[src/dfb_pkg.sv]
// Package for the domino flip balance search block.
// Holds the channel payload types and the fixed field widths; no dependencies.
`timescale 1ns / 1ps
`default_nettype none

package dfb_pkg;

  // Field widths fixed by the channel definitions
  localparam int FACE_W  = 3;
  localparam int DIFF_W  = 8;
  localparam int MASK_W  = 28;
  localparam int ONES_W  = 5;

  // Running row difference: |sum| <= 28 * 7 = 196, so 9 bits signed
  localparam int SUM_W   = 9;
  // Per-tile face difference and its doubled form
  localparam int DELTA_W = FACE_W + 1;
  localparam int DBL_W   = DELTA_W + 1;

  // Best difference before any pattern is tried
  localparam logic [DIFF_W-1:0] START_BEST = DIFF_W'(168);

  typedef struct packed {
    logic [FACE_W-1:0] top_face;
    logic [FACE_W-1:0] bottom_face;
    logic              last_tile;
  } tile_t;

  typedef struct packed {
    logic [DIFF_W-1:0] least_difference;
    logic [MASK_W-1:0] flip_mask;
    logic [ONES_W-1:0] flipped_count;
  } result_t;

endpackage

`default_nettype wire

[src/domino_flip_balance_search.sv]
// Domino flip balance search: loads tiles into a face RAM, then walks every
// flip pattern as a counter, one carry digit per RAM read. Uses dfb_pkg, dfb_ram.
//
//   channel  | direction | handshake                 | payload
//   ---------+-----------+---------------------------+----------------------
//   tile     | in        | tile_valid / tile_stall   | tile_t (one domino)
//   result   | out       | result_valid / result_stall | result_t (best flip)
//
// Tiles are taken as offered while loading. After the marked tile the search
// runs a compare state for each pattern and a walk state for each counter digit
// that the increment touches (one face RAM read each); a zero difference ends it
// early. Reset is synchronous; the face RAM is not cleared, and only entries
// below the tile count are ever used. A stalled result waits in the output
// register while new tiles load; a search that finishes meanwhile holds until
// that register is free.
`timescale 1ns / 1ps
`default_nettype none

module domino_flip_balance_search
  import dfb_pkg::*;
#(
  parameter int MAX_TILES = 28
) (
  input  wire logic    clk,
  input  wire logic    rst,
  input  wire logic    tile_valid,
  output logic         tile_stall,
  input  wire tile_t   tile,
  output logic         result_valid,
  input  wire logic    result_stall,
  output result_t      result
);

  localparam int AW = (MAX_TILES > 1) ? $clog2(MAX_TILES) : 1;
  localparam int CW = $clog2(MAX_TILES + 1);
  localparam int RW = 2 * FACE_W;

  localparam logic [1:0] ST_LOAD   = 2'd0;
  localparam logic [1:0] ST_EVAL   = 2'd1;
  localparam logic [1:0] ST_WALK   = 2'd2;
  localparam logic [1:0] ST_FINISH = 2'd3;

  logic [1:0]              state;
  logic [CW-1:0]           count;
  logic signed [SUM_W-1:0] load_sum;
  logic signed [SUM_W-1:0] sum;
  logic [AW-1:0]           slot;
  logic [MASK_W-1:0]       trial_mask;
  logic [ONES_W-1:0]       trial_ones;
  logic [DIFF_W-1:0]       best_diff;
  logic [MASK_W-1:0]       best_mask;
  logic [ONES_W-1:0]       best_ones;

  logic                    tile_xfer;
  logic                    store_tile;
  logic signed [SUM_W-1:0] load_sum_next;
  logic signed [DELTA_W-1:0] in_delta;
  logic [AW-1:0]           last_slot;
  logic [AW-1:0]           rd_addr;
  logic [RW-1:0]           rd_data;
  logic signed [DELTA_W-1:0] rd_delta;
  logic signed [SUM_W-1:0] rd_dbl;
  logic signed [SUM_W-1:0] abs_sum;
  logic [DIFF_W-1:0]       diff;
  logic                    improve;
  logic                    out_free;

  assign tile_stall = (state != ST_LOAD);
  assign tile_xfer  = tile_valid && !tile_stall;
  assign store_tile = tile_xfer && (count < CW'(MAX_TILES));

  // Running sum of top minus bottom over the stored tiles
  assign in_delta      = $signed({1'b0, tile.top_face}) - $signed({1'b0, tile.bottom_face});
  assign load_sum_next = store_tile ? load_sum + SUM_W'(in_delta) : load_sum;

  // Counter digit zero is the highest held slot
  assign last_slot = AW'(count - CW'(1));
  assign rd_addr   = (state == ST_EVAL) ? last_slot : slot - AW'(1);

  dfb_ram #(
    .WIDTH (RW),
    .DEPTH (MAX_TILES)
  ) u_faces (
    .clk     (clk),
    .wr_en   (store_tile),
    .wr_addr (AW'(count)),
    .wr_data ({tile.top_face, tile.bottom_face}),
    .rd_addr (rd_addr),
    .rd_data (rd_data)
  );

  // Doubled face difference of the slot being carried through
  assign rd_delta = $signed({1'b0, rd_data[RW-1:FACE_W]})
                  - $signed({1'b0, rd_data[FACE_W-1:0]});
  assign rd_dbl   = SUM_W'(rd_delta) <<< 1;

  // Absolute row difference of the current pattern
  assign abs_sum = sum[SUM_W-1] ? -sum : sum;
  assign diff    = abs_sum[DIFF_W-1:0];
  assign improve = diff < best_diff;

  assign out_free = !result_valid || !result_stall;

  // Sequencer: load, compare, carry walk, hand off
  always_ff @(posedge clk) begin
    if (rst) begin
      state        <= ST_LOAD;
      count        <= '0;
      load_sum     <= '0;
      sum          <= '0;
      slot         <= '0;
      trial_mask   <= '0;
      trial_ones   <= '0;
      best_diff    <= START_BEST;
      best_mask    <= '0;
      best_ones    <= '0;
      result_valid <= 1'b0;
    end else begin
      // Raise the result on hand-off, drop it once it is transferred
      if (state == ST_FINISH && out_free) begin
        result_valid <= 1'b1;
      end else if (result_valid && !result_stall) begin
        result_valid <= 1'b0;
      end

      unique case (state)
        ST_LOAD: begin
          if (tile_xfer) begin
            load_sum <= load_sum_next;
            if (store_tile) begin
              count <= count + CW'(1);
            end
            if (tile.last_tile) begin
              sum        <= load_sum_next;
              trial_mask <= '0;
              trial_ones <= '0;
              best_diff  <= START_BEST;
              best_mask  <= '0;
              best_ones  <= '0;
              state      <= ST_EVAL;
            end
          end
        end
        ST_EVAL: begin
          if (improve) begin
            best_diff <= diff;
            best_mask <= trial_mask;
            best_ones <= trial_ones;
          end
          slot <= last_slot;
          if (improve && diff == '0) begin
            state <= ST_FINISH;
          end else begin
            state <= ST_WALK;
          end
        end
        ST_WALK: begin
          if (trial_mask[slot]) begin
            // Clear the digit and carry on to the next lower slot
            trial_mask[slot] <= 1'b0;
            trial_ones       <= trial_ones - ONES_W'(1);
            sum              <= sum + rd_dbl;
            slot             <= slot - AW'(1);
            if (slot == '0) begin
              state <= ST_FINISH;
            end
          end else begin
            trial_mask[slot] <= 1'b1;
            trial_ones       <= trial_ones + ONES_W'(1);
            sum              <= sum - rd_dbl;
            state            <= ST_EVAL;
          end
        end
        ST_FINISH: begin
          if (out_free) begin
            count        <= '0;
            load_sum     <= '0;
            state        <= ST_LOAD;
          end
        end
        default: begin
          state <= ST_LOAD;
        end
      endcase
    end
  end

  // Result register
  always_ff @(posedge clk) begin
    if (state == ST_FINISH && out_free) begin
      result.least_difference <= best_diff;
      result.flip_mask        <= best_mask;
      result.flipped_count    <= best_ones;
    end
  end

  // Checks
  a_count_range: assert property (@(posedge clk) disable iff (rst)
    count <= CW'(MAX_TILES))
    else $error("tile count beyond capacity");

  a_ones_track: assert property (@(posedge clk) disable iff (rst)
    (best_ones == ONES_W'($countones(best_mask))) &&
    (trial_ones == ONES_W'($countones(trial_mask))))
    else $error("flip counters out of step with masks");

  a_best_falls: assert property (@(posedge clk) disable iff (rst)
    (state == ST_EVAL || state == ST_WALK) |=> best_diff <= $past(best_diff))
    else $error("best difference grew during search");

  a_search_nonempty: assert property (@(posedge clk) disable iff (rst)
    (state == ST_EVAL || state == ST_WALK) |-> count != '0)
    else $error("search started with no tiles");

  a_finish_hold: assert property (@(posedge clk) disable iff (rst)
    (state == ST_FINISH && !out_free) |=> state == ST_FINISH)
    else $error("search result left before output register was free");

endmodule

`default_nettype wire

[src/dfb_ram.sv]
// Generic single-write, single-read synchronous RAM with registered read data.
// No package dependencies; used for the tile face store.
`timescale 1ns / 1ps
`default_nettype none

module dfb_ram #(
  parameter int WIDTH = 6,
  parameter int DEPTH = 28
) (
  input  wire logic                                     clk,
  input  wire logic                                     wr_en,
  input  wire logic [(DEPTH > 1 ? $clog2(DEPTH) : 1)-1:0] wr_addr,
  input  wire logic [WIDTH-1:0]                         wr_data,
  input  wire logic [(DEPTH > 1 ? $clog2(DEPTH) : 1)-1:0] rd_addr,
  output logic      [WIDTH-1:0]                         rd_data
);

  logic [WIDTH-1:0] mem [DEPTH];

  // Write port and registered read port
  always_ff @(posedge clk) begin
    if (wr_en) begin
      mem[wr_addr] <= wr_data;
    end
    rd_data <= mem[rd_addr];
  end

endmodule

`default_nettype wire

[config.mk]
export PLATFORM = sky130hd
export DESIGN_NAME = domino_flip_balance_search
export DESIGN_NICKNAME = d
export VERILOG_FILES = /design/src/dfb_pkg.sv /design/src/domino_flip_balance_search.sv /design/src/dfb_ram.sv
export SDC_FILE = /design/constraint.sdc
export NUM_CORES = 1
export LEC_CHECK = 0
export BUFFER_PORTS_ARGS = -buffer_cell sky130_fd_sc_hd__buf_2
export CAP_MARGIN = 10
export CORE_ASPECT_RATIO = 1.1
export CORE_MARGIN = 2
export CORE_UTILIZATION = 45
export DETAILED_ROUTE_END_ITERATION = 10
export RECOVER_POWER = 100
export SYNTH_ARGS = -nofsm -noshare
export SYNTH_HDL_FRONTEND = slang
export SYNTH_SLANG_ARGS = --single-unit
[constraint.sdc]
create_clock -name clk -period 7.95 [get_ports clk]
set_input_delay 0.3975 -clock clk [delete_from_list [all_inputs] [get_ports clk]]
set_output_delay 0.3975 -clock clk [all_outputs]
set_load 0.01 [all_outputs]
Yosys cells after proc, flatten, opt, wreduce, memory -nomap -nowiden. Memories as Yosys holds them, arrays and structs flattened. A register that Yosys moved wholly into a read port is not among the register bits. Index checks and enable logic that the tools add are counted. Widths: inputs -> output; s select.

Output and inout bits: 43. Register bits after elaboration: 146. Memories: 1. Bits of input ports: 11. Memory bits (writable): 168.

Memories: u_faces.mem (words 28, bits a word 6, read ports 1, clocked after memory_dff 1, write ports 1, line dfb_ram.sv:18) `logic [WIDTH-1:0] mem [DEPTH];`.

Eq/ne operators: 10. Bitwise logic cells: 3. Reduce and logical (&&, ||, !) cells: 25. Magnitude comparators: 4. Multiplexer cells: 47. Add/sub/neg operators: 11.

Operators with widths (count): $mux 28 (4); $pmux 28 s2 (2); $mux 9 (6); $mux 5 (9); $pmux 5 s2 (4); $pmux 9 s2 (2); $mux 8 (4); $and 28x28->28 (1); $not 28->28 (1); $or 28x28->28 (1); $pmux 8 s2 (1); $sub 5x1->5 const B (3); $ne 2x2->1 const B (6); $reduce_and 4->1 (3); $reduce_bool 2->1 (6); $add 5x1->5 const B (2); $mux 2 (5); $add 9x4->9 (1); $add 9x5->9 (1); $sub 9x5->9 (1); $logic_not 8->1 (1); $lt 8x8->1 (1); $neg 8->8 (1); $pmux 2 s4 (1); other kinds (17) (33).

Depth between registers and ports, before layout. Gate-level depths: netlist of the first run.

Depth after elaboration: 8. Depth in mapped cells: 18. Depth with buffers taken out: 18.

By module. From an unflattened synthesis of the first run, not the netlist that was laid out.

Cell total of the unflattened synthesis: 1225. Area total of the unflattened synthesis: 14684.1 µm².

Modules (own cells, without submodules): domino_flip_balance_search (cells an instance 854, instances 1, area each 7805.0 µm²); dfb_ram (cells an instance 371, instances 1, area each 6879.1 µm²).

Worst setup path after synthesis of the first run. Ideal clock, no wire load.

Kind: reg-to-reg. Start: register slot[1]. End: register sum[8]. Path slack: 4.468 ns. Cell stages (with the launch flop): 18. Setup time: 0.101 ns. Arrival: 3.381 ns. Data required time: 7.849 ns. Path buffers: 3. Cells stage by stage: dfxtp_1 > buf_6 > mux4_2 > a32oi_1 > and4_1 > buf_6 > buf_6 > nand2_1 > o21ai_0 > ha_1 > a21oi_1 > o211ai_1 > o21a_1 > o21a_1 > nor2_1 > xnor2_1 > and4_1 > o41ai_1.

Longest elaborated chain between the ends: 4.

Ends and longest elaborated chain: start, declared (line domino_flip_balance_search.sv:47) `logic [AW-1:0] slot;`; start signal, assigned (line domino_flip_balance_search.sv:150) `slot <= last_slot;`; start signal, assigned (line domino_flip_balance_search.sv:163) `slot <= slot - AW'(1);`; $bmux 1 s5 (line domino_flip_balance_search.sv:158) `if (trial_mask[slot]) begin`; $mux 1 (implied by the code) (line domino_flip_balance_search.sv:158); $mux 9 (line domino_flip_balance_search.sv:158); $pmux 9 s2 (line domino_flip_balance_search.sv:126) `unique case (state)`; end signal, assigned (line domino_flip_balance_search.sv:134) `sum <= load_sum_next;`; end signal, assigned (line domino_flip_balance_search.sv:162) `sum <= sum + rd_dbl;`; end signal, assigned (line domino_flip_balance_search.sv:170) `sum <= sum - rd_dbl;`; end, declared (line domino_flip_balance_search.sv:46) `logic signed [SUM_W-1:0] sum;`.

No other way between the ends. The select of a mux whose other input is x is not followed. A chain may end at the register's enable or synchronous reset.

Worst setup path after layout of the first run.
Start: register slot[0]. End: register u_faces.rd_data[0], read port of u_faces.mem.

Longest elaborated chain between the ends: 2.

Ends and longest elaborated chain: $sub 5x1->5 (line domino_flip_balance_search.sv:78) `assign rd_addr = (state == ST_EVAL) ? last_slot : slot - AW'(1);`; $mux 5 (line domino_flip_balance_search.sv:78); end, declared (line dfb_ram.sv:15) `output logic [WIDTH-1:0] rd_data`.

No other way between the ends.

==> out/results.txt, run 1 <==
status -> finished, violations left
violated checks -> capacitance limit, slew limit
CP top delay family -> buffers and inverters
die outline height -> 189 um
switching share of total power -> 30.5%
Peak VDD IR -> 206 uV
GRT Residual Overflow -> 0
Longest Clk Path Bufs -> 3
first-pass GRT wire length -> 45.4 mm
Max FO, Critical Path -> 42
Setup TNS -> 0 ns
TritonCTS Sinks -> 320
Synth async-reset ratio -> 0%
Net Count, Synth -> 1148
gr usage total -> 17.7%
Total Nets Final -> 1181
Die ar. -> 32600 um^2
hold buffer count at cts -> 0
Area Growth Syn to Fin -> 11.7%
CP max stage delay -> 2.55 ns
layout cells sized above 1 -> 11.3%
Reg power frac -> 39.8%
First DRT Iteration DRCs -> 453
Leak -> 5.49 nW
worst-skew pair later-pin latency -> 0.52 ns
Synth Instances -> 1086
Worst Hold Class -> in2reg
combinational group share of total power -> 26.9%
RSZ-0062 raised after global routing -> false
Startpoint Class -> register
Crit. End Element -> register
Fmax -> 178 MHz
routability cong. -> 0.795
Wirelength per Cell -> 18.0 um
PortBufs -> 53
crit-path cells -> inv_1 > ha_1 > mux2i_4 > clkbuf_1 > mux4_2 > mux2_1 > o211ai_1 > o21ai_0
clock share of power -> 33.3%
Clock Skew -> 0.0170 ns
Post-CTS Setup Inserts -> 0
cts bufs inserted -> 35
vias -> 8406
IO Count -> 54
post-cts resize count -> 0
diodes inserted -> 0
number of flops mapped to enable cells by yosys -> 209
vias in the first global route -> 8341
slowest CP cell -> clkbuf_1
min Tclk post-route -> 5.61 ns
sw power -> 1.45 mW
yosys warns -> 0
Routed Antenna Nets -> 0
Tot Pwr -> 4.75 mW
Vias/cell -> 5.39
critical path data required time -> 8.31 ns
slew at the pin with the worst max-slew slack -> 3.60 ns
root buffer cell -> clkbuf_16
crit share post-route -> 70.6%
cell area after synthesis -> 14000 um^2
Most used DFF post-synth -> edfxtp_1
pwr/cell area -> 304 nW/um^2
initial core utilization -> 45.8%
sequential-to-total area share from yosys stat -> 60.6%
initial antenna violation count -> 0
Final Setup Violations -> 0
largest net degree at the start of global routing -> 71
Worst-path clk slew -> 0.06 ns
Slew Limit Fails -> 124
worst rel slew slack -> -140%
data arrival time of the worst path -> 5.97 ns
Pre-Repair DR Iteration Count -> 4
CP Class -> reg2reg
die width -> 172 um
Final Hold Fails -> 0
drt drc -> 0
mean post-synth cell area -> 12.9 um^2
worst path bufs/invs -> 2
CTS tree -> built
Pint -> 3.30 mW
Yosys cell types -> 63
Rows -> 67
Max-Cap Viols -> 3
post-DP HPWL -> 18.4 mm
core outline area -> 30600 um^2
Post-Route WL -> 28.0 mm
#FFs+latches synth -> 320
H-tree lvl count -> 2
==> layout by cell type (no fill, tap or decap), types with 4 or more instances in the layout <==
cell type   Yosys  layout
nor2b_1         9       8
a21oi_1        97      96
clkbuf_16       0      36
xnor2_1        19      19
clkbuf_1       39      58
mux2i_1        22      20
clkinv_2        0       5
o21bai_1        6       6
and3_1          5       5
a31oi_1         6       6
nor3_1         10      10
nand2_1        76      76
clkinvlp_4      0       5
nand3b_1        9       9
xor2_1         10      10
a22o_1         38      38
o21ai_0        47      49
fa_1            5       5
o21a_1          6       6
buf_2          13       4
edfxtp_1      209     209
a311oi_1        4       4
inv_1          38      40
buf_4           6       6
or3_1           7       7
a211oi_1        7       7
o211ai_1        7       7
a21o_1         11      11
mux4_2         46      46
dfxtp_1       111     111
ha_1           46      46
nor2_1         93      93
nand3_1        15      15
mux2_2          8       6
a22oi_1         6       6
==> state kept, by name, indices dropped and copies added, names as in the netlist, 5 cells and up <==
signal,cells
trial_ones,5
count,5
best_ones,5
load_sum,9
u_faces.rd_data,6
trial_mask,28
slot,5
u_faces.mem,168
result,41
best_diff,8
best_mask,28
sum,9
==> per-stage QoR <==
| stage | util [%] | setup slack [ns] | instance area (um^2) | std cells | hold WS [ns] |
|---|---|---|---|---|---|
| 6_report | 51.2 | 2.34 | 15700 | 1560 | 0.243 |
| 3_5_place_dp | 47.7 | 3.54 | 14600 | 1496 | 0.415 |
| 4_1_cts | 51.4 | 3.51 | 15700 | 1560 | 0.230 |
| 5_1_grt | 51.2 | 1.64 | 15700 | 1560 | 0.275 |
| 3_3_place_gp | 47.7 | 3.66 | 14600 | 1496 | 0.420 |
| 2_1_floorplan | - | 4.47 | 14000 | 1086 | 0.409 |
==> area by class of cell <==
cell class                      count  area [um^2]
Clock buffer                       43          947
Inverter                           40          150
Tap cell                          414          518
Timing Repair Buffer               63          264
Multi-Input combinational cell    659         5080
Sequential cell                   320         8500
Clock inverter                     21          196
Fill cell                        2656        14900
==> worst min-delay path, cell delays in order <==
cell and delay, ns:
buf_2 0.13, a21oi_1 0.12, a311oi_1 0.05
==> power by group through the flow <==
| stage | combinational, mW | clock (mW) | sequential, mW |
|---|---|---|---|
| finish | 1.28 | 1.58 | 1.89 |
| global route | 1.43 | 1.68 | 1.90 |
| CTS | 1.29 | 1.62 | 1.89 |
| detailed placement | 1.29 | 0 | 1.93 |
| global placement | 1.27 | 0 | 1.92 |
| floorplan | 1.02 | 0 | 1.90 |
==> logic make-up after synthesis <==
kind of cell	Yosys count	synth area share (%)
AO/OA/AOI/OAI	256	11.5
XOR/XNOR	29	1.81
adder cells (fa/ha/maj)	51	4.82
buffers and inverters	107	3.32
flip-flops	320	60.6
multiplexers	78	9.89
AND/OR/NAND/NOR	245	8.02
==> cells in the mapped netlist (19+ instances only) <==
cell / number / share of area [%]
nor2_1: 93 / 2.5
a22o_1: 38 / 2.4
mux4_2: 46 / 7.4
a21oi_1: 97 / 3.5
inv_1: 38 / 1.0
o21ai_0: 47 / 1.7
nand2_1: 76 / 2.0
edfxtp_1: 209 / 45
mux2i_1: 22 / 1.6
xnor2_1: 19 / 1.2
clkbuf_1: 39 / 1.0
ha_1: 46 / 4.1
dfxtp_1: 111 / 16
==> metal layers <==
layer	GRT usage, %	vias to the layer above	share of wire [%]
li1	-	4133	-
met1	23.3	4049	44
met2	30.2	175	49
met3	2.61	49	4.2
met4	5.37	0	2.3
met5	0	-	0
==> path summary, 6_finish.rpt <==
| check | from | to | cells past startpoint | slack, ns |
|---|---|---|---|---|
| setup / recovery | slot[0]$_SDFFE_PP0P_ | u_faces.rd_data[0]$_DFF_P_ | 8 | 2.34 |
| hold / removal | tile[0] | sum[0]$_SDFFE_PP0P_ | 3 | 0.24 |
| setup reg to reg | slot[0]$_SDFFE_PP0P_ | u_faces.rd_data[0]$_DFF_P_ | 8 | 2.34 |
| hold reg to reg | best_mask[15]$_SDFFE_PP0P_ | result[20]$_DFFE_PP_ | 0 | 0.43 |
Note: power is estimated with default switching activity, not from simulation.
==> inputs of run 2 (changes only) <==
ABC_AREA = 1   (was unset)
clock period = 5.17 ns   (was 7.95 ns; I/O delays follow)
==> out/results.txt, run 2 <==
status -> finished, violations left (unchanged)
violated checks -> capacitance limit, slew limit (unchanged)
Net Count, Synth -> 1583 (was 1148)
mean post-synth cell area -> 9.64 um^2 (was 12.9 um^2)
Synth Area in Compound Gates -> 15.4% (was 11.5%)
Most used DFF post-synth -> edfxtp_1 (unchanged)
cell area after synthesis -> 14700 um^2 (was 14000 um^2)
hold buffer count at cts -> 1 (was 0)
Post-Route WL -> 34.3 mm (was 28.0 mm)
Setup TNS -> 0 ns (unchanged)
multi-input gate area in the final layout -> 5300 um^2 (was 5080 um^2)
sequential-to-total area share from yosys stat -> 57.9% (was 60.6%)
Worst setup startpoint -> slot[0]$_SDFFE_PP0P_ (unchanged)
Top reg by flops -> u_faces.mem (unchanged)
first-pass GRT wire length -> 54.8 mm (was 45.4 mm)
Crit Reg-Reg Startpoint -> slot[0]$_SDFFE_PP0P_ (unchanged)
Slew Limit Fails -> 117 (was 124)
post-DP HPWL -> 22.0 mm (was 18.4 mm)
Final Setup Violations -> 0 (unchanged)
adder-cell area share of the yosys netlist -> 4.61% (was 4.82%)
First DRT Iteration DRCs -> 702 (was 453)
crit share post-route -> 81.8% (was 70.6%)
Final Hold Fails -> 0 (unchanged)
vias in the first global route -> 10500 (was 8341)
Clock Skew -> 0.0169 ns (was 0.0170 ns)
RSZ-0062 raised after global routing -> false (unchanged)
Post-synth top cells -> 218 x nand2_1, 209 x edfxtp_1, 198 x nor2_1 (was 209 x edfxtp_1, 111 x dfxtp_1, 97 x a21oi_1)
CP Class -> reg2reg (unchanged)
# fillers -> 2992 (was 2656)
Worst Hold Class -> in2reg (unchanged)
die outline height -> 193 um (was 189 um)
CP max stage delay -> 0.90 ns (was 2.55 ns)
Synth async-reset ratio -> 0% (unchanged)
H-tree lvl count -> 2 (unchanged)
Hold Slack -> 0.105 ns (was 0.243 ns)
Tot Pwr -> 8.89 mW (was 4.75 mW)
Area Growth Syn to Fin -> 11.0% (was 11.7%)
#FFs+latches synth -> 320 (unchanged)
critical path data required time -> 5.61 ns (was 8.31 ns)
post-cts resize count -> 0 (unchanged)
xor-xnor portion of the synthesized cell area -> 1.49% (was 1.81%)
Vias/cell -> 5.35 (was 5.39)
Synth area leader -> edfxtp_1 (unchanged)
Leak -> 5.93 nW (was 5.49 nW)
pwr/cell area -> 546 nW/um^2 (was 304 nW/um^2)
Yosys cell types -> 49 (was 63)
Startpoint Class -> register (unchanged)
yosys warns -> 0 (unchanged)
worst-skew pair later-pin latency -> 0.52 ns (about the same)
largest net degree at the start of global routing -> 60 (was 71)
hold depth -> 3 (unchanged)
CTS tree -> built (unchanged)
most frequent cell after synthesis -> nand2_1 (was edfxtp_1)
IO Count -> 54 (unchanged)
final cell count without fillers -> 2003 (was 1560)
Synth Instances -> 1521 (was 1086)
commonest cells after routing, fill and taps aside -> 218 x nand2_1, 209 x edfxtp_1, 199 x nor2_1, 179 x o21ai_0, 137 x a21oi_1 (was 209 x edfxtp_1, 111 x dfxtp_1, 96 x a21oi_1, 93 x nor2_1, 76 x nand2_1)
Max FO, Critical Path -> 26 (was 42)
Peak VDD IR -> 261 uV (was 206 uV)
worst rel slew slack -> -51.0% (was -140%)
Max-Cap Viols -> 3 (unchanged)
slowest CP cell -> clkbuf_1 (unchanged)
share of the synthesized area in the top cell type -> 42.8% (was 44.8%)
Die ar. -> 34100 um^2 (was 32600 um^2)
Post-CTS Setup Inserts -> 0 (unchanged)
Pre-Repair DR Iteration Count -> 5 (was 4)
min Tclk post-route -> 4.23 ns (was 5.61 ns)
layout cells sized above 1 -> 5.90% (was 11.3%)
Top Registers -> u_faces.mem (168), result (41) (unchanged)
initial core utilization -> 45.6% (was 45.8%)
Wirelength per Cell -> 17.1 um (was 18.0 um)
mux contribution to synthesized area -> 0.0682% (was 9.89%)
Synth Area in Simple Gates -> 14.6% (was 8.02%)
core outline area -> 32200 um^2 (was 30600 um^2)
slew at the pin with the worst max-slew slack -> 2.26 ns (was 3.60 ns)
die width -> 176 um (was 172 um)
register area -> 8500 um^2 (unchanged)
min-delay src -> result_stall (was tile[0])
R2R Path End -> u_faces.rd_data[4]$_DFF_P_ (was u_faces.rd_data[0]$_DFF_P_)
vias -> 10700 (was 8406)
TritonCTS Sinks -> 320 (unchanged)
top routing layer used -> met4 (unchanged)
diodes inserted -> 0 (unchanged)
data arrival time of the worst path -> 4.67 ns (was 5.97 ns)
drt drc -> 0 (unchanged)
Cells after DPL -> 1938 (was 1496)
root buffer cell -> clkbuf_16 (unchanged)
crit-path cells -> inv_1 > ha_1 > or2_1 > o21ai_4 > clkbuf_1 > o21ai_0 > o211ai_1 > nand3_1 > nand2_1 > nor2_1 > a31oi_1 (was inv_1 > ha_1 > mux2i_4 > clkbuf_1 > mux4_2 > mux2_1 > o211ai_1 > o21ai_0)
Longest Clk Path Bufs -> 3 (unchanged)
main area contributors after synthesis -> edfxtp_1 43%, dfxtp_1 15%, o21ai_0 5.9% (was edfxtp_1 45%, dfxtp_1 16%, mux4_2 7.4%)
gr usage total -> 20.0% (was 17.7%)
Met2 Routed Length -> 16.4 mm (was 13.9 mm)
Crit. End Element -> register (unchanged)
number of flops mapped to enable cells by yosys -> 209 (unchanged)
largest family of logic cells by synthesized area -> compound AO/OA/AOI/OAI gates (unchanged)
Worst-path clk slew -> 0.06 ns (about the same)
Fmax -> 236 MHz (was 178 MHz)
max reg flops -> 168 (unchanged)
initial antenna violation count -> 0 (unchanged)
Rows -> 69 (was 67)
M1 wire length -> 15.4 mm (was 12.3 mm)
Total Nets Final -> 1612 (was 1181)
most common cell after layout, fill and taps aside -> nand2_1 (was edfxtp_1)
WL met3 -> 1.57 mm (was 1.18 mm)
worst min-delay path endpoint -> result_valid$_SDFFE_PP0P_ (was sum[0]$_SDFFE_PP0P_)
PortBufs -> 53 (unchanged)
GRT Residual Overflow -> 0 (unchanged)
r2r worst-path depth -> 11 (was 8)
routability cong. -> 0.867 (was 0.795)
r2r setup slk -> 0.94 ns (was 2.34 ns)
cts bufs inserted -> 35 (unchanged)
Routed Antenna Nets -> 0 (unchanged)
run 2: changes by cell type in the layout (fill, tap and decap cells not counted), sizes merged, moves of 38 or more:
| cell | delta |
|---|---|
| a22o | -38 |
| mux4 | -47 |
| nor2 | +109 |
| o21ai | +135 |
| nand2 | +143 |
| nand3 | +55 |
| inv | +82 |
| a21oi | +40 |
run 2: area by class of cell:
cell class	count	area share, %
timing repair buffer	70	1.93
inverter	125	2.88
sequential	320	52.2
clock inverter	19	1.47
tap	426	3.27
multi-input combinational	998	32.5
clock buffer	45	5.74
run 2: worst max-delay path: cells and delay by family (launching register included):
kind / cells / cell delay [ns]
flops: 1 / 0.83
simple gates: 4 / 0.57
compound gates: 4 / 0.83
fa+ha+maj: 1 / 0.44
buf+inv: 2 / 1.46
run 2: power by group:
part | internal (mW) | total [mW] | leakage [nW] | switching (mW)
registers | 2.95 | 3.10 | 2.80 | 0.146
clock network | 1.54 | 2.56 | 0.569 | 1.02
logic | 1.05 | 3.23 | 2.57 | 2.18
run 2: stage by stage:
stage	util (%)	setup WS, ns	cell area [um^2]
after detailed placement	47.2	1.45	15200
after CTS	50.9	1.43	16400
final	50.6	0.941	16300
after global placement	47.2	1.43	15200
after floorplan	-	2.03	14700
after global routing	50.6	0.568	16300
run 2: metal layers:
layer  vias to the layer above  GRT usage, %
met5                         -             0
met4                         0          6.70
met3                        62          3.71
met2                       226          33.8
met1                      5102          25.9
li1                       5322             -
run 2: worst max-delay path by stage:
stage | slack, ns | depth (start not counted) | to
final | 0.94 | 11 | u_faces.rd_data[4]$_DFF_P_
after global routing | 0.57 | 11 | u_faces.rd_data[2]$_DFF_P_
after CTS | 1.43 | 17 | sum[7]$_SDFFE_PP0P_
after detailed placement | 1.45 | 17 | sum[6]$_SDFFE_PP0P_
after global placement | 1.43 | 17 | sum[7]$_SDFFE_PP0P_
after floorplan | 2.03 | 7 | load_sum[4]$_SDFFE_PP0P_
run 2: cell families after synthesis:
logic type,count (synthesis)
AND/OR/NAND/NOR,518
AO/OA/AOI/OAI,403
flip-flops,320
buffers and inverters,203
adder cells (fa/ha/maj),51
XOR/XNOR,25
multiplexers,1
==> inputs of run 3 (changes only) <==
clock period = 4.2 ns   (was 5.17 ns; I/O delays follow)
==> out/results.txt, run 3 (same netlist as run 2, synthesis figures left out) <==
Slew Limit Fails -> 55 (was 117)
Final WS setup -> 0.539 ns (was 0.941 ns)
GRT Residual Overflow -> 0 (unchanged)
Vias/cell -> 5.30 (was 5.35)
Post-Route WL -> 34.0 mm (was 34.3 mm)
slew at the pin with the worst max-slew slack -> 2.01 ns (was 2.26 ns)
vias in the first global route -> 10400 (was 10500)
Worst Hold Class -> in2reg (unchanged)
layout cells sized above 1 -> 6.13% (was 5.90%)
Total Nets Final -> 1619 (was 1612)
diodes inserted -> 0 (unchanged)
gr usage total -> 20.0% (about the same)
Startpoint Class -> register (unchanged)
commonest cells after routing, fill and taps aside -> 218 x nand2_1, 209 x edfxtp_1, 200 x nor2_1, 175 x o21ai_0, 137 x a21oi_1 (was 218 x nand2_1, 209 x edfxtp_1, 199 x nor2_1, 179 x o21ai_0, 137 x a21oi_1)
largest net degree at the start of global routing -> 68 (was 60)
Peak VDD IR -> 349 uV (was 261 uV)
r2r worst-path depth -> 11 (unchanged)
Area Growth Syn to Fin -> 10.6% (was 11.0%)
TritonCTS Sinks -> 320 (unchanged)
Longest Clk Path Bufs -> 3 (unchanged)
Final Hold Fails -> 0 (unchanged)
vias -> 10600 (was 10700)
CTS tree -> built (unchanged)
status -> finished, violations left (unchanged)
Worst-path clk slew -> 0.06 ns (about the same)
Pre-Repair DR Iteration Count -> 5 (unchanged)
Leak -> 5.92 nW (was 5.93 nW)
Setup TNS -> 0 ns (unchanged)
die outline height -> 193 um (unchanged)
most common cell after layout, fill and taps aside -> nand2_1 (unchanged)
Rows -> 69 (unchanged)
max reg flops -> 168 (unchanged)
H-tree lvl count -> 2 (unchanged)
Die ar. -> 34100 um^2 (unchanged)
placed inst area -> 15300 um^2 (was 15200 um^2)
CP Class -> reg2reg (unchanged)
violated checks -> capacitance limit, slew limit (unchanged)
first-pass GRT wire length -> 54.7 mm (was 54.8 mm)
Crit. End Element -> register (unchanged)
Wirelength per Cell -> 16.9 um (was 17.1 um)
hold depth -> 3 (unchanged)
DP Worst Slack -> 0.732 ns (was 1.45 ns)
Hold Slack -> 0.0292 ns (was 0.105 ns)
PortBufs -> 53 (unchanged)
routability cong. -> 0.881 (was 0.867)
Final Setup Violations -> 0 (unchanged)
Top Registers -> u_faces.mem (168), result (41) (unchanged)
Max FO, Critical Path -> 20 (was 26)
cts bufs inserted -> 34 (was 35)
Fmax -> 273 MHz (was 236 MHz)
core outline area -> 32200 um^2 (unchanged)
die width -> 176 um (unchanged)
crit share post-route -> 87.2% (was 81.8%)
drt drc -> 0 (unchanged)
Routed Antenna Nets -> 0 (unchanged)
data arrival time of the worst path -> 4.07 ns (was 4.67 ns)
Max-Cap Viols -> 2 (was 3)
critical path data required time -> 4.61 ns (was 5.61 ns)
First DRT Iteration DRCs -> 811 (was 702)
Clock Skew -> 0.0247 ns (was 0.0169 ns)
Layout Utilization -> 50.4% (was 50.6%)
initial core utilization -> 45.6% (unchanged)
worst-skew pair later-pin latency -> 0.52 ns (about the same)
Top reg by flops -> u_faces.mem (unchanged)
min Tclk post-route -> 3.66 ns (was 4.23 ns)
RSZ-0062 raised after global routing -> false (unchanged)
pwr/cell area -> 654 nW/um^2 (was 546 nW/um^2)
worst rel slew slack -> -34.6% (was -51.0%)
IO Count -> 54 (unchanged)
root buffer cell -> clkbuf_16 (unchanged)
post-DP HPWL -> 22.3 mm (was 22.0 mm)
initial antenna violation count -> 0 (unchanged)
post-cts resize count -> 0 (unchanged)
# fillers -> 2935 (was 2992)
design area -> 16200 um^2 (was 16300 um^2)
[run 3: per-stage QoR]
| step | total power [mW] | cells |
|---|---|---|
| 3_5_place_dp | 7.86 | 1946 |
| 3_3_place_gp | 7.82 | 1946 |
| 4_1_cts | 10.7 | 2008 |
| 2_1_floorplan | 6.84 | 1521 |
| 6_report | 10.6 | 2008 |
| 5_1_grt | 11.3 | 2008 |
[run 3: layer usage]
metal,track usage [%],vias up,share of wire (%)
met4,4.99,0,1.7
met3,2.65,38,4.0
li1,-,5333,-
met5,0,-,0
met2,34.4,213,49
met1,26.8,5049,45
[run 3: power breakdown]
group          leakage (nW)  switching (mW)  total, mW  internal [mW]
registers              2.80           0.185       3.82           3.63
clock network         0.512            1.20       2.83           1.64
logic                  2.61            2.65       3.96           1.31
total                  5.92            4.03       10.6           6.58
[run 3: final timing paths]
path / end / start / slack (ns)
setup / recovery: u_faces.rd_data[2]$_DFF_P_ / slot[0]$_SDFFE_PP0P_ / 0.54
hold reg to reg: result[7]$_DFFE_PP_ / best_mask[2]$_SDFFE_PP0P_ / 0.43
setup reg to reg: u_faces.rd_data[2]$_DFF_P_ / slot[0]$_SDFFE_PP0P_ / 0.54
hold / removal: result_valid$_SDFFE_PP0P_ / result_stall / 0.03
[run 3: what timing repair did]
| action | in CTS | in global routing |
|---|---|---|
| buffers inserted | 0 | 0 |
| endpoints found under the hold margin | 1 | 0 |
| hold buffers | 1 | 0 |
[run 3: worst max-delay path, stage by stage (launching register included)]
cell	delay (ns)
dfxtp_1	0.74
inv_2	0.31
ha_1	0.32
xnor2_1	0.14
o21ai_0	0.73
buf_4	0.38
inv_2	0.22
o211ai_1	0.15
nand3_1	0.15
nand2_1	0.11
nor2_1	0.04
a31oi_1	0.24
[run 3: layout make-up]
cell class | instances | area (um^2) | area share (%)
clock buffers | 48 | 943 | 5.81
clock inverters | 13 | 106 | 0.655
inverters | 125 | 469 | 2.89
multi-input cells | 998 | 5290 | 32.6
flip-flops and latches | 320 | 8500 | 52.4
well taps | 426 | 533 | 3.28
repair buffers | 78 | 388 | 2.39
